**config.mk**
```make
export PLATFORM = sky130hd
export DESIGN_NAME = adpe_queue
export DESIGN_NICKNAME = d
export VERILOG_FILES = /design/src/rtl/adpe_pkg.sv /design/src/rtl/adpe_queue.sv
export SDC_FILE = /design/constraint.sdc
export NUM_CORES = 1
export LEC_CHECK = 0
export BUFFER_PORTS_ARGS = -buffer_cell sky130_fd_sc_hd__buf_2
export CORE_UTILIZATION = 40
export CTS_BUF_LIST = sky130_fd_sc_hd__clkbuf_16
export DETAILED_ROUTE_END_ITERATION = 16
export PLACE_DENSITY = 0.68
export RECOVER_POWER = 100
export SYNTH_ARGS = -nofsm -noshare
export SYNTH_HDL_FRONTEND = slang
export SYNTH_SLANG_ARGS = --single-unit
```
**constraint.sdc**
```tcl
create_clock -name clk -period 12.6 [get_ports clk]
set_input_delay 0.63 -clock clk [delete_from_list [all_inputs] [get_ports clk]]
set_output_delay 0.63 -clock clk [all_outputs]
set_load 0.01 [all_outputs]
```
**src/rtl/adpe_pkg.sv**
```systemverilog
// Shared types and constants for the aperture disk pixel exclusion block.
`default_nettype none

package adpe_pkg;

  localparam int MAX_COLS_DEF  = 512;
  localparam int MAX_ROWS_DEF  = 512;
  localparam int FRAC_BITS_DEF = 8;
  localparam int QUEUE_DEPTH   = 2;

  localparam int SRC_W  = 19;
  localparam int PIX_W  = 9;
  localparam int IMG_W  = 10;
  localparam int RAD_W  = 15;
  localparam int CFG_DW = 15;
  localparam int CNT_W  = 15;
  localparam int IDX_W  = 2;

  // Coordinate width that covers the largest supported image side.
  localparam int CW   = 12;
  // Bound arithmetic, offset arithmetic and squared distance widths.
  localparam int BW   = 24;
  localparam int DW   = 32;
  localparam int SQ_W = 30;

  localparam logic [IMG_W-1:0] IMG_RESET    = 10'd512;
  localparam logic [RAD_W-1:0] RADIUS_LIMIT = 15'd16384;

  typedef enum logic [1:0] {
    ACT_ADD   = 2'd0,
    ACT_MARK  = 2'd1,
    ACT_QUERY = 2'd2,
    ACT_CLEAR = 2'd3
  } action_t;

  typedef enum logic [IDX_W-1:0] {
    REG_IMAGE_WIDTH     = 2'd0,
    REG_IMAGE_HEIGHT    = 2'd1,
    REG_APERTURE_RADIUS = 2'd2
  } reg_index_t;

  typedef struct packed {
    action_t                  action;
    logic                     box_empty;
    logic                     in_image;
    logic [CW-1:0]            x_lo;
    logic [CW-1:0]            x_hi;
    logic [CW-1:0]            y_lo;
    logic [CW-1:0]            y_hi;
    logic signed [SRC_W-1:0]  src_x;
    logic signed [SRC_W-1:0]  src_y;
    logic [CW-1:0]            col;
    logic [CW-1:0]            row;
    logic [SQ_W-1:0]          r2;
  } cmd_t;

endpackage

`default_nettype wire

```
**src/rtl/adpe_queue.sv**
```systemverilog
// Short command queue between the front end and the map engine.
`default_nettype none

module adpe_queue #(
  parameter int DEPTH = adpe_pkg::QUEUE_DEPTH
) (
  input  wire logic           clk,
  input  wire logic           rst,
  input  wire logic           push,
  input  wire adpe_pkg::cmd_t wdata,
  input  wire logic           pop,
  output adpe_pkg::cmd_t      rdata,
  output logic                full,
  output logic                empty
);
  import adpe_pkg::*;

  localparam int PW   = (DEPTH > 1) ? $clog2(DEPTH) : 1;
  localparam int CNTW = $clog2(DEPTH + 1);

  cmd_t            entries [DEPTH];
  logic [PW-1:0]   wr_ptr;
  logic [PW-1:0]   rd_ptr;
  logic [CNTW-1:0] fill;
  logic            do_push;
  logic            do_pop;

  assign full    = (fill == CNTW'(DEPTH));
  assign empty   = (fill == '0);
  assign do_push = push & ~full;
  assign do_pop  = pop & ~empty;
  assign rdata   = entries[rd_ptr];

  always_ff @(posedge clk) begin
    if (do_push) begin
      entries[wr_ptr] <= wdata;
    end
  end

  always_ff @(posedge clk) begin
    if (rst) begin
      wr_ptr <= '0;
      rd_ptr <= '0;
      fill   <= '0;
    end else begin
      if (do_push) begin
        wr_ptr <= (wr_ptr == PW'(DEPTH - 1)) ? '0 : wr_ptr + PW'(1);
      end
      if (do_pop) begin
        rd_ptr <= (rd_ptr == PW'(DEPTH - 1)) ? '0 : rd_ptr + PW'(1);
      end
      case ({do_push, do_pop})
        2'b10:   fill <= fill + CNTW'(1);
        2'b01:   fill <= fill - CNTW'(1);
        default: fill <= fill;
      endcase
    end
  end

endmodule

`default_nettype wire

```
* Word-level counts from Yosys, hierarchy flattened *
Memory sizes are Yosys's and may differ from the RTL's. A register that Yosys moved wholly into a read port is not among the register bits.
Index checks and enable logic that the tools add are counted.

storage, ports and cells
  input port bits = 148
  memory bits (writable) = 288
  memories kept = 1
  word-level logic and storage cells = 24
  bits in registers = 4

cells by class
  equal/unequal tests = 3
  add/subtract/negate cells = 4
  muxes and demuxes = 7
  reduce and logical (&&, ||, !) cells = 2
  bitwise gates (word level) = 4

memory list
  name     words  width  rd ports  clocked after Yosys merged registers in  write ports  line              RTL
  entries  2      144    1         1                                        1            adpe_queue.sv:21  cmd_t entries [DEPTH];

operator list
  operator             number
  $mux 1               6
  $eq 2x2->1 const B   2
  $pmux 2 s2           1
  $add 1x1->1 const B  2
  $add 2x1->2 const B  1
  $and 1x1->1          2
  $eq 2x1->1 const B   1
  $logic_not 2->1      1
  $not 1->1            2
  $reduce_bool 2->1    1
  $sub 2x1->2 const B  1

* Logic depth before layout (Yosys ltp) *
  word-level depth = 5
  mapped depth = 6
  depth with buffers taken out = 6

* Worst setup path after synthesis *
No wires, ideal clock.

  path kind = in2reg
  start = in push
  end = mem entries[1][0] (netlist name), enable pin
  path slack = 8091 ps
  library setup time = 521 ps
  stages on the path = 1
  arrival = 3987 ps
  buffers on the path = 0
  cells stage by stage = and3_1

between the ends
  longest elaborated chain between the ends = 3

RTL lines
  what                          line              RTL
  start: declaration            adpe_queue.sv:9   input wire logic push,
  $and 1x1->1                   adpe_queue.sv:30  assign do_push = push & ~full;
  $mux 1                        adpe_queue.sv:35  if (do_push) begin
  $mux 1 (implied by the code)  adpe_queue.sv:36  entries[wr_ptr] <= wdata;
  end: declaration              adpe_queue.sv:21

No other way between the ends.

* Final worst setup path *
  start = reg fill[0]
  end = mem entries[1][1] (netlist name), enable pin

between the ends
  longest elaborated chain between the ends = 5

RTL lines
  what                          line              RTL
  start: declaration            adpe_queue.sv:24  logic [CNTW-1:0] fill;
  start signal: assignment      adpe_queue.sv:53  2'b10: fill <= fill + CNTW'(1);
  start signal: assignment      adpe_queue.sv:54  2'b01: fill <= fill - CNTW'(1);
  start signal: assignment      adpe_queue.sv:55  default: fill <= fill;
  $eq 2x2->1                    adpe_queue.sv:28  assign full = (fill == CNTW'(DEPTH));
  $not 1->1                     adpe_queue.sv:30
  $and 1x1->1                   adpe_queue.sv:30
  $mux 1                        adpe_queue.sv:35
  $mux 1 (implied by the code)  adpe_queue.sv:36

No other way between the ends.

==> impl_metrics.py <==
metrics = {
    "drt": {
        "drc": 0,
        "vias": 5430,
        "wl_per_cell_um": 17.8,
        "dr.pass1.iters": 4,
        "final_antenna_net_count": 0,
        "wl_um": 20400,
        "first_iter_violations": 291,
        "routed_via_density": 4.73,
    },
    "critical_path": {
        "reg2regPathDepth": 3,
        "crit_path_end_kind": "flip-flop",
        "slowest_stage": "clkbuf_1",
        "cp_max_fo": 74,
        "crit_chain": "nand2b_2, and3_1, clkbuf_1",
        "cp.required_ns": 12.64,
        "start_kind": "flip-flop",
        "crit_type": "reg -> reg",
        "r2r_slack_ns": 5.89,
        "max_stage_delay_ns": 3.03,
        "critPathArrivalTime_ns": 6.76,
    },
    "yosys": {
        "synth_cells": 474,
        "synth_seq_cells": 293,
        "post_synth.cell_area_avg_um2": 22.4,
        "yosysSeqAreaShare": 0.824,
        "syn_nets": 623,
        "syn-cell-area_mm2": 0.0106,
        "synth_cell_types": 19,
        "yosys_warnings": 0,
    },
    "sta": {
        "tns_ns": 0,
        "finalSetupViolCount": 0,
        "drv_slew": 443,
        "fmaxAchievable_mhz": 149,
        "timing.final.crit_share": 0.533,
        "skew_ns": 0.00641,
        "final_hold_viol_count": 0,
        "post-route-min-period_ns": 6.71,
        "tightest_slew_ns": 4.49,
        "rsz0062_at_grt": "no",
        "relSlewSlack": -2.00,
    },
    "min_path": {
        "hp-class": "in -> reg",
        "holdPathStages": 1,
    },
    "place": {
        "place_congestion": 0.698,
        "port_buffers": 293,
        "dp_hpwl_um": 12900,
    },
    "run_status": {
        "status": "complete, but fails checks",
        "failed_checks": "max-capacitance violations, max-slew violations",
    },
    "floorplanning": {
        "dieArea_mm2": 0.0272,
        "initial_core_util": 0.407,
        "io_pins": 294,
        "die_y_um": 165,
        "dieWidth_um": 165,
        "std_cell_rows": 59,
        "core_mm2": 0.0261,
    },
    "clock_network": {
        "clock_latency_ns": 0.54,
        "cts-buffers-inserted": 30,
        "cts_buffer_depth": 3,
        "root_buffer": "clkbuf_16",
        "post_cts_buffers": 0,
        "cts_tree": "done",
        "postCtsHoldBufs": 0,
        "cts_max_level": 1,
        "post_cts_resize_count": 0,
        "cts_num_sinks": 293,
        "clk_pin_slew_worst_paths_ns": 0.06,
    },
    "global_routing": {
        "grt.overflow.total": 0,
        "grt_util_all_layers": 0.141,
        "antenna_found_initial": 1,
        "grt_max_degree": 77,
        "grt_pass1_vias": 5428,
        "grt_pass1_wl_um": 29200,
    },
    "power_and_ir_drop": {
        "p_per_area_mw_per_mm2": 210,
        "switchingPower_uw": 747,
        "pwr-share-comb": 0.226,
        "p_int_mw": 2.00,
        "power_mw": 2.75,
        "switching_share": 0.272,
        "p_leak_nw": 4.44,
        "p_clk_frac": 0.301,
        "p_seq_frac": 0.473,
        "ir_drop_uv": 199,
    },
    "finish": {
        "drive_gt1_frac": 0.344,
        "multi_input_area_mm2": 0.00173,
        "nNetsFinal": 936,
        "fill_cells": 2257,
        "seqCellArea_mm2": 0.00875,
        "final_cell_mix": "288 x edfxtp_1, 193 x clkbuf_1, 134 x mux2_2",
        "final_common_cell": "edfxtp_1",
        "area_delta_synth_final_pct": 23.4,
    },
    "flow_run": {
        "cap_violations": 7,
    },
}
## power groups by stage
| stage | sequential, mW | clock [mW] | combinational [mW] |
|---|---|---|---|
| floorplan | 1.29 | 0 | 0.439 |
| CTS | 1.29 | 0.852 | 0.664 |
| global placement | 1.30 | 0 | 0.661 |
| global route | 1.32 | 0.886 | 0.680 |
| detailed placement | 1.31 | 0 | 0.660 |
| finish | 1.30 | 0.828 | 0.622 |
## routing by layer
layer | global-route usage | routed length [µm] | up-vias
met5 | 0 | 0 | -
met4 | 0.0459 | 519 | 0
met3 | 0.0465 | 1690 | 39
met2 | 0.235 | 10000 | 196
met1 | 0.171 | 8150 | 2675
li1 | - | - | 2520
## cell usage after synthesis, drive strengths merged
cell type	count	area, µm²
and3	1	6.26
a21oi	2	10.0
nor2	4	15.0
o21ai	2	10.0
ha	1	12.5
xor2	1	8.76
dfxtp	5	100
inv	3	11.3
o21a	1	7.51
mux2	144	1620
edfxtp	288	8650
or3	2	12.5
nand2b	1	8.76
buf	16	120
nand2	1	3.75
xnor2	2	17.5
## logic make-up (layout without fill, tap and decap cells)
family,Yosys count,after routing,share of synthesized area
compound gates,5,5,0.00259
other cells,0,1,0
flops,293,293,0.824
xor+xnor,3,3,0.00248
mux,144,144,0.153
simple gates,9,9,0.00436
buf+inv,19,356,0.0124
fa+ha+maj,1,1,0.00118
## final cells by class
| class | instances | area share |
|---|---|---|
| Sequential cell | 293 | 0.668 |
| Multi-Input combinational cell | 162 | 0.132 |
| Timing Repair Buffer | 297 | 0.0950 |
| Clock buffer | 31 | 0.0592 |
| Tap cell | 335 | 0.0320 |
| Clock inverter | 25 | 0.0121 |
| Inverter | 3 | 0.000955 |
| Antenna cell | 1 | 0.000191 |
## path summary, 6_finish.rpt
path	endpoint	from
min	entries[0][53]	wdata[53]
max	entries[1][1]	fill[0]
min reg2reg	wr_ptr	wr_ptr
max reg2reg	entries[1][1]	fill[0]
## per-stage QoR
step / area [µm²] / worst slack, ns / util / cells / hold WS [ns]
after floorplan: 10600 / 8.09 / - / 474 / 0.452
after detailed placement: 12400 / 9.43 / 0.477 / 1090 / 0.492
after global routing: 13100 / 5.17 / 0.502 / 1146 / 0.239
after CTS: 13400 / 9.26 / 0.513 / 1146 / 0.242
after global placement: 12400 / 9.44 / 0.477 / 1090 / 0.474
final: 13100 / 5.89 / 0.503 / 1147 / 0.276
## worst max-delay path, delay by kind of cell (launching register included)
| family | cells | cell delay (ns) |
|---|---|---|
| simple gates | 2 | 2.60 |
| buf+inv | 1 | 3.03 |
| flops | 1 | 0.42 |
## flip-flops by register name, indices dropped and copies added (netlist names), named ones only
signal	flops
entries	288
fill	2
rd_ptr	1
wr_ptr	1
No activity file was read; power rests on OpenSTA's default activity.
