<file path="src/rtl/adpe_pkg.sv">
// Shared types and constants for the aperture disk pixel exclusion block.
`default_nettype none

package adpe_pkg;

  localparam int MAX_COLS_DEF  = 512;
  localparam int MAX_ROWS_DEF  = 512;
  localparam int FRAC_BITS_DEF = 8;
  localparam int QUEUE_DEPTH   = 2;

  localparam int SRC_W  = 19;
  localparam int PIX_W  = 9;
  localparam int IMG_W  = 10;
  localparam int RAD_W  = 15;
  localparam int CFG_DW = 15;
  localparam int CNT_W  = 15;
  localparam int IDX_W  = 2;

  // Coordinate width that covers the largest supported image side.
  localparam int CW   = 12;
  // Bound arithmetic, offset arithmetic and squared distance widths.
  localparam int BW   = 24;
  localparam int DW   = 32;
  localparam int SQ_W = 30;

  localparam logic [IMG_W-1:0] IMG_RESET    = 10'd512;
  localparam logic [RAD_W-1:0] RADIUS_LIMIT = 15'd16384;

  typedef enum logic [1:0] {
    ACT_ADD   = 2'd0,
    ACT_MARK  = 2'd1,
    ACT_QUERY = 2'd2,
    ACT_CLEAR = 2'd3
  } action_t;

  typedef enum logic [IDX_W-1:0] {
    REG_IMAGE_WIDTH     = 2'd0,
    REG_IMAGE_HEIGHT    = 2'd1,
    REG_APERTURE_RADIUS = 2'd2
  } reg_index_t;

  typedef struct packed {
    action_t                  action;
    logic                     box_empty;
    logic                     in_image;
    logic [CW-1:0]            x_lo;
    logic [CW-1:0]            x_hi;
    logic [CW-1:0]            y_lo;
    logic [CW-1:0]            y_hi;
    logic signed [SRC_W-1:0]  src_x;
    logic signed [SRC_W-1:0]  src_y;
    logic [CW-1:0]            col;
    logic [CW-1:0]            row;
    logic [SQ_W-1:0]          r2;
  } cmd_t;

endpackage

`default_nettype wire

</file>
<file path="src/rtl/adpe_front.sv">
// Front end: configuration registers, request capture and bounding box setup.
`default_nettype none

module adpe_front #(
  parameter int MAX_COLS  = adpe_pkg::MAX_COLS_DEF,
  parameter int MAX_ROWS  = adpe_pkg::MAX_ROWS_DEF,
  parameter int FRAC_BITS = adpe_pkg::FRAC_BITS_DEF
) (
  input  wire logic                             clk,
  input  wire logic                             rst,
  input  wire logic                             start,
  input  wire logic [1:0]                       action,
  input  wire logic signed [adpe_pkg::SRC_W-1:0] source_x,
  input  wire logic signed [adpe_pkg::SRC_W-1:0] source_y,
  input  wire logic [adpe_pkg::PIX_W-1:0]       pixel_col,
  input  wire logic [adpe_pkg::PIX_W-1:0]       pixel_row,
  input  wire logic                             cfg_write,
  input  wire logic [adpe_pkg::IDX_W-1:0]       cfg_index,
  input  wire logic [adpe_pkg::CFG_DW-1:0]      cfg_data,
  input  wire logic                             q_full,
  input  wire logic                             clearing,
  output logic                                  busy,
  output logic                                  push,
  output adpe_pkg::cmd_t                        cmd
);
  import adpe_pkg::*;

  localparam int ONE_Q  = 1 << FRAC_BITS;
  localparam int HALF_Q = 1 << (FRAC_BITS - 1);

  logic [IMG_W-1:0] image_width;
  logic [IMG_W-1:0] image_height;
  logic [RAD_W-1:0] aperture_radius;

  logic                    f_valid;
  logic [1:0]              f_action;
  logic signed [SRC_W-1:0] f_x;
  logic signed [SRC_W-1:0] f_y;
  logic [PIX_W-1:0]        f_col;
  logic [PIX_W-1:0]        f_row;

  logic [RAD_W-1:0]     r_eff;
  logic signed [BW-1:0] r_s, x_s, y_s, w_eff, h_eff;
  logic signed [BW-1:0] x_lo_raw, x_hi_raw, y_lo_raw, y_hi_raw;
  logic signed [BW-1:0] x_lo, x_hi, y_lo, y_hi;
  logic signed [BW-1:0] col_s, row_s;

  always_ff @(posedge clk) begin
    if (rst) begin
      image_width     <= IMG_RESET;
      image_height    <= IMG_RESET;
      aperture_radius <= '0;
    end else if (cfg_write) begin
      case (cfg_index)
        REG_IMAGE_WIDTH:     image_width     <= cfg_data[IMG_W-1:0];
        REG_IMAGE_HEIGHT:    image_height    <= cfg_data[IMG_W-1:0];
        REG_APERTURE_RADIUS: aperture_radius <= cfg_data[RAD_W-1:0];
        default: ;
      endcase
    end
  end

  assign busy = f_valid | q_full | clearing;
  assign push = f_valid & ~q_full;

  always_ff @(posedge clk) begin
    if (rst) begin
      f_valid <= 1'b0;
    end else if (start && !busy) begin
      f_valid <= 1'b1;
    end else if (push) begin
      f_valid <= 1'b0;
    end
  end

  always_ff @(posedge clk) begin
    if (start && !busy) begin
      f_action <= action;
      f_x      <= source_x;
      f_y      <= source_y;
      f_col    <= pixel_col;
      f_row    <= pixel_row;
    end
  end

  // The box runs from ceil((p - r - half) / one) to floor((p + r - half) / one).
  always_comb begin
    r_eff = (aperture_radius > RADIUS_LIMIT) ? RADIUS_LIMIT : aperture_radius;
    r_s   = signed'({{(BW-RAD_W){1'b0}}, r_eff});
    x_s   = BW'(f_x);
    y_s   = BW'(f_y);
    w_eff = (image_width > MAX_COLS) ? BW'(MAX_COLS)
                                     : signed'({{(BW-IMG_W){1'b0}}, image_width});
    h_eff = (image_height > MAX_ROWS) ? BW'(MAX_ROWS)
                                      : signed'({{(BW-IMG_W){1'b0}}, image_height});

    x_lo_raw = (x_s - r_s + BW'(ONE_Q - HALF_Q - 1)) >>> FRAC_BITS;
    x_hi_raw = (x_s + r_s - BW'(HALF_Q)) >>> FRAC_BITS;
    y_lo_raw = (y_s - r_s + BW'(ONE_Q - HALF_Q - 1)) >>> FRAC_BITS;
    y_hi_raw = (y_s + r_s - BW'(HALF_Q)) >>> FRAC_BITS;

    x_lo = (x_lo_raw < 0) ? BW'(0) : x_lo_raw;
    y_lo = (y_lo_raw < 0) ? BW'(0) : y_lo_raw;
    x_hi = (x_hi_raw > w_eff - BW'(1)) ? w_eff - BW'(1) : x_hi_raw;
    y_hi = (y_hi_raw > h_eff - BW'(1)) ? h_eff - BW'(1) : y_hi_raw;

    col_s = signed'({{(BW-PIX_W){1'b0}}, f_col});
    row_s = signed'({{(BW-PIX_W){1'b0}}, f_row});

    cmd.action    = action_t'(f_action);
    cmd.box_empty = (x_lo > x_hi) || (y_lo > y_hi);
    cmd.in_image  = (col_s < w_eff) && (row_s < h_eff);
    cmd.x_lo      = x_lo[CW-1:0];
    cmd.x_hi      = x_hi[CW-1:0];
    cmd.y_lo      = y_lo[CW-1:0];
    cmd.y_hi      = y_hi[CW-1:0];
    cmd.src_x     = f_x;
    cmd.src_y     = f_y;
    cmd.col       = {{(CW-PIX_W){1'b0}}, f_col};
    cmd.row       = {{(CW-PIX_W){1'b0}}, f_row};
    cmd.r2        = SQ_W'(r_eff) * SQ_W'(r_eff);
  end

endmodule

`default_nettype wire

</file>
<file path="config.mk">
export PLATFORM = sky130hd
export DESIGN_NAME = adpe_front
export DESIGN_NICKNAME = d
export VERILOG_FILES = /design/src/rtl/adpe_pkg.sv /design/src/rtl/adpe_front.sv
export SDC_FILE = /design/constraint.sdc
export NUM_CORES = 1
export LEC_CHECK = 0
export BUFFER_PORTS_ARGS = -buffer_cell sky130_fd_sc_hd__clkbuf_2
export CAP_MARGIN = 20
export CORE_MARGIN = 2
export CORE_UTILIZATION = 50
export DETAILED_ROUTE_END_ITERATION = 10
export PLACE_DENSITY = 0.73
export REMOVE_ABC_BUFFERS = 1
export SETUP_SLACK_MARGIN = 0.02
export SLEW_MARGIN = 15
export SYNTH_ARGS = -nofsm -noshare
export SYNTH_HDL_FRONTEND = slang
export SYNTH_SLANG_ARGS = --single-unit
</file>
<file path="constraint.sdc">
create_clock -name clk -period 17.6 [get_ports clk]
set_input_delay 2.64 -clock clk [delete_from_list [all_inputs] [get_ports clk]]
set_output_delay 2.64 -clock clk [all_outputs]
set_load 0.05 [all_outputs]
</file>
After elaboration in Yosys (flattened, before gate mapping). Index checks and enable logic that the tools add are counted.

$add $sub $neg: 10. Multiply operators: 1. $lt $le $gt $ge: 11. Equal/unequal tests: 2. Muxes and demuxes: 9. Bitwise logic cells: 4. Reduce and logical (&&, ||, !) cells: 9.

Operators with widths (count): $mux 24 (4); $gt 24x24->1 (2); $add 20x8->21 const B (2); $sub 20x9->21 const B (2); $add 19x16->20 (2); $sub 19x16->20 (2); $mul 15x15->30 (1); $gt 13x11->1 (2); $lt 13x1->1 const B (2); $sub 10x1->11 const B (2); $gt 10x10->1 const B (2); $lt 9x10->1 (2); $mux 10 (2); $gt 15x15->1 const B (1); $mux 15 (1); $reduce_and 2->1 (3); $eq 2x1->1 const B (1); $eq 2x2->1 const B (1); $logic_and 1x1->1 (2); $logic_not 2->1 (1); $mux 1 (2); $or 1x1->1 (2); $reduce_bool 2->1 (1); $and 1x1->1 (1); other kinds (3) (3).

Register bits: 94. Input port bits: 81. Output and inout port bits: 146. Word-level logic and storage cells: 55.

Logic depth before layout (Yosys ltp).
Depth in word-level cells: 8. Mapped depth: 34. Mapped depth without buffers: 31.

Worst setup path before layout. OpenSTA, ideal clock, no wires.

Kind: flip-flop to output port. Start: register aperture_radius[5]. End: output port cmd[141] (netlist bit). Arrival: 7.875 ns. Data required time: 14.960 ns. Slack: 7.085 ns. Cell stages (with the launch flop): 33. Path buffers: 4. Cells stage by stage: dfxtp_1 -> clkbuf_1 -> nor4_1 -> a41o_1 -> and2_1 -> clkbuf_1 -> ha_1 -> ha_1 -> a2111oi_2 -> o21ai_1 -> a31o_1 -> a41o_1 -> a21o_1 -> a311oi_2 -> a21o_1 -> inv_1 -> ha_1 -> and4_1 -> a2111oi_0 -> o211ai_1 -> a31o_2 -> clkbuf_1 -> clkbuf_1 -> o21ai_0 -> ha_1 -> nor2b_1 -> o21a_1 -> o21ai_0 -> a21oi_1 -> nor3_1 -> o21ai_0 -> o2bb2a_1 -> nand4_1.

RTL lines: start: declaration (RTL line adpe_front.sv:33) `logic [RAD_W-1:0] aperture_radius;`; start signal: assignment (RTL line adpe_front.sv:57) `REG_APERTURE_RADIUS: aperture_radius <= cfg_data[RAD_W-1:0];`; end: declaration (RTL line adpe_front.sv:24) `output adpe_pkg::cmd_t cmd`.

==> reports/qor_table.md <==
| Parameter | Reported |
| --- | --- |
| Result of the run | completed |
| Core area | 28860 sq um |
| Largest stage delay on the critical path | 0.64 ns |
| Primary flip-flop cell chosen by synthesis mapping | sky130_fd_sc_hd__edfxtp_1 |
| Die outline height | 175.7 um |
| Tightest Pin Transition | 0.9934 ns |
| # IOs | 227 |
| Final wirelength | 36700 um |
| Pwr Density | 55.80 nW/um^2 |
| Critical path data required time | 14.96 ns |
| Leakage component of the power | 0.008818 uW |
| P&R area growth vs syn | 12.30% |
| Design area | 16540 sq um |
| # nets final | 2312 |
| Routed Antenna Nets | 0 |
| Synthesized cell area | 14730 sq um |
| Period minus WS final | 11.17 ns |
| Vias in the first global route | 12.07k |
| Worst setup timing slack at the placement stage | 6.661 ns |
| Clock slew at the register clock pins of the worst setup and hold paths | 0.08 ns |
| Number of cells on the worst reg-to-reg path | 3 |
| Via count | 11.84k |
| Worst IR drop on VDD | 51.24 uV |
| Most common cell after layout, fill and taps aside | sky130_fd_sc_hd__ha_1 |
| Total track usage | 24.51% |
| Slew Viols, Final | 0 |
| Remaining Overflow, GRT | 0 |
| Setup-violating endpoint count in the final report | 0 |
| Synthesized-area fraction occupied by ao, oa, aoi and oai cells | 11.86% |
| Topmost layer with routed signal wires | met4 |
| Worst Hold Margin | 0.4781 ns |
| WL/cell | 16.61 um |
| Worst hold path type | flip-flop to flip-flop |
| Crit path capture type | output port |
| Minimum setup slack in the final design | 6.434 ns |
| Number of iterations in the first detailed-routing pass | 5 |
| Critical Setup Path Class | flip-flop to output port |
| TritonCTS clock tree | done |
| Kind of launch point of the worst setup path | flip-flop |
| Total negative setup slack | 0 ns |
| Post CTS Setup Buffer Count | 0 |
| Die X | 175.7 um |
| Depth of the worst hold-timing path | 2 |
| Commonest non-fill, non-tap cells in the layout | sky130_fd_sc_hd__ha_1, sky130_fd_sc_hd__inv_1, sky130_fd_sc_hd__clkbuf_2, sky130_fd_sc_hd__fa_1, sky130_fd_sc_hd__nand2_1 |
| Latest clock arrival within the worst-skew pair | 0.38 ns |
| Async set-or-reset flop fraction in the synthesized netlist | 0% |
| Pin count of the biggest net entering global routing | 60 |
| Final worst-path cycle share | 63.44% |
| Wire length of the first global-routing pass | 59910 um |
| Sequential-to-total area share from yosys stat | 16.71% |
| Rel. slew slack | 33.64% |
| CP arrival | 8.53 ns |
| Multiplexer share of the synthesized area | 3.032% |
| Cell with the biggest individual delay on the critical path | sky130_fd_sc_hd__o21ai_4 |
| RD Place Congestion | 0.8868 |
| Count of cells resized by post-cts repair | 0 |
| Met3 wirelength from detailed routing | 2096 um |
| Die footprint | 30850 sq um |
| Maximum clock skew at final layout | 0.01178 ns |
| Number of buffers on the longest clock path | 2 |
| Hold buffer count at cts | 0 |
| Synth Area per Inst | 9.168 sq um |
| Hold violation total from the final report | 0 |
| Xor and xnor area share after synthesis | 4.756% |
| Syn Inst Count | 1607 |
| Total DRC errors in the routed layout | 0 |
| Count of max-cap constraint violations | 0 |
| Post-synthesis simple-gate area fraction | 13.68% |
| Vias per Instance | 5.359 |
| Met1 wire length | 16510 um |
| Count of H-tree levels built during CTS | 3 |
| Initial antenna violation count | 3 |
| Placed Area | 16230 sq um |
| Count of state elements after synthesis | 94 |
| Max Fanout on Critical Path | 25 |
| Number of distinct library cells after synthesis | 66 |
| Main combinational cell family by area after synthesis | adder cells |
| Clock tree root buffer cell | sky130_fd_sc_hd__clkbuf_16 |
| Number of buffers added on ports | 217 |
| Post-DP HPWL | 31510 um |
| Initial detailed-routing violation count | 634 |
| Cell row count | 62 |
| Total number of yosys warnings | 0 |
| Initial Utilization | 51.05% |
| Num Clock Sinks | 94 |
| Final Core Density | 57.33% |
| Share of post-route cells with drive strength above 1 | 14.48% |
| Setup repair after global routing missed its margin | no |
| Filler cells | 2584 |
| Maximum clock frequency | 89.56 MHz |
| Count of flip-flops with a built-in enable after synthesis | 58 |
| Total met2 wirelength after detailed routing | 16890 um |
| Adder and majority cell fraction of the synthesized area | 42.06% |
| Clock buffer count from CTS | 9 |
==> state kept, by name (all words and copies together), names as in the netlist <==
signal	cells
f_x	19
f_y	19
aperture_radius	15
image_height	10
image_width	10
f_col	9
f_row	9
f_action	2
f_valid	1
==> critical path, delay by kind of cell (launching register included) <==
kind,cells,cell delay (ns)
simple gates,5,0.69
xor+xnor,1,0.25
mux,1,0.41
fa+ha+maj,4,1.24
compound gates,16,4.32
flops,1,0.62
buf+inv,2,0.60
==> routing by layer <==
| metal | track usage, % | vias to the layer above |
|---|---|---|
| li1 | - | 5804 |
| met1 | 32.84 | 5644 |
| met2 | 40.14 | 331 |
| met3 | 4.740 | 59 |
| met4 | 7.679 | 0 |
| met5 | 0 | - |
==> layout make-up <==
class	instances	area, sq um	share of cell area [%]
clock buffer	9	225.2	1.361
tap	384	480.5	2.904
antenna	2	5.005	0.03025
clock inverter	7	73.82	0.4462
sequential	94	2462	14.88
multi-input combinational	1243	11250	67.98
inverter	249	934.6	5.649
timing repair buffer	221	1116	6.746
==> cell families after synthesis <==
family,Yosys count
compound gates,274
xor+xnor,80
fa+ha+maj,413
buf+inv,299
flops,94
mux,43
other cells,2
simple gates,402
==> per-stage QoR <==
stage	std cells	total power, uW
CTS	2207	928.3
finish	2209	923.2
global placement	2191	710.6
floorplan	1586	610.0
detailed placement	2191	719.2
global route	2208	982.6
==> path summary, 6_finish.rpt <==
kind	slack (ns)	from	to
min reg2reg	0.48	aperture_radius[13]$_SDFFE_PP0P_	aperture_radius[13]$_SDFFE_PP0P_
max	6.43	aperture_radius[14]$_SDFFE_PP0P_	cmd[141]
min	0.48	aperture_radius[13]$_SDFFE_PP0P_	aperture_radius[13]$_SDFFE_PP0P_
max reg2reg	15.68	f_valid$_SDFFE_PP0P_	f_y[2]$_DFFE_PP_
==> power by group <==
group | total (uW) | internal, uW | switching (uW)
Clock | 207 | 101 | 106
Sequential | 251 | 241 | 9.57
Combinational | 466 | 152 | 314
==> cells in the mapped netlist (29+ instances only) <==
cell                         n  share of area [%]
sky130_fd_sc_hd__clkbuf_1   39               0.99
sky130_fd_sc_hd__mux2i_1    30                2.0
sky130_fd_sc_hd__a21o_1     33                1.7
sky130_fd_sc_hd__nand2_1   122                3.1
sky130_fd_sc_hd__o21ai_0    47                1.6
sky130_fd_sc_hd__nor2_1     67                1.7
sky130_fd_sc_hd__xor2_1     29                1.7
sky130_fd_sc_hd__edfxtp_1   58                 12
sky130_fd_sc_hd__xnor2_1    51                3.0
sky130_fd_sc_hd__and2_1     65                2.8
sky130_fd_sc_hd__inv_1     249                6.3
sky130_fd_sc_hd__dfxtp_1    36                4.9
sky130_fd_sc_hd__ha_1      276                 23
sky130_fd_sc_hd__a21oi_1    99                3.4
sky130_fd_sc_hd__fa_1      137                 19
Note: power is estimated with default switching activity, not from simulation.
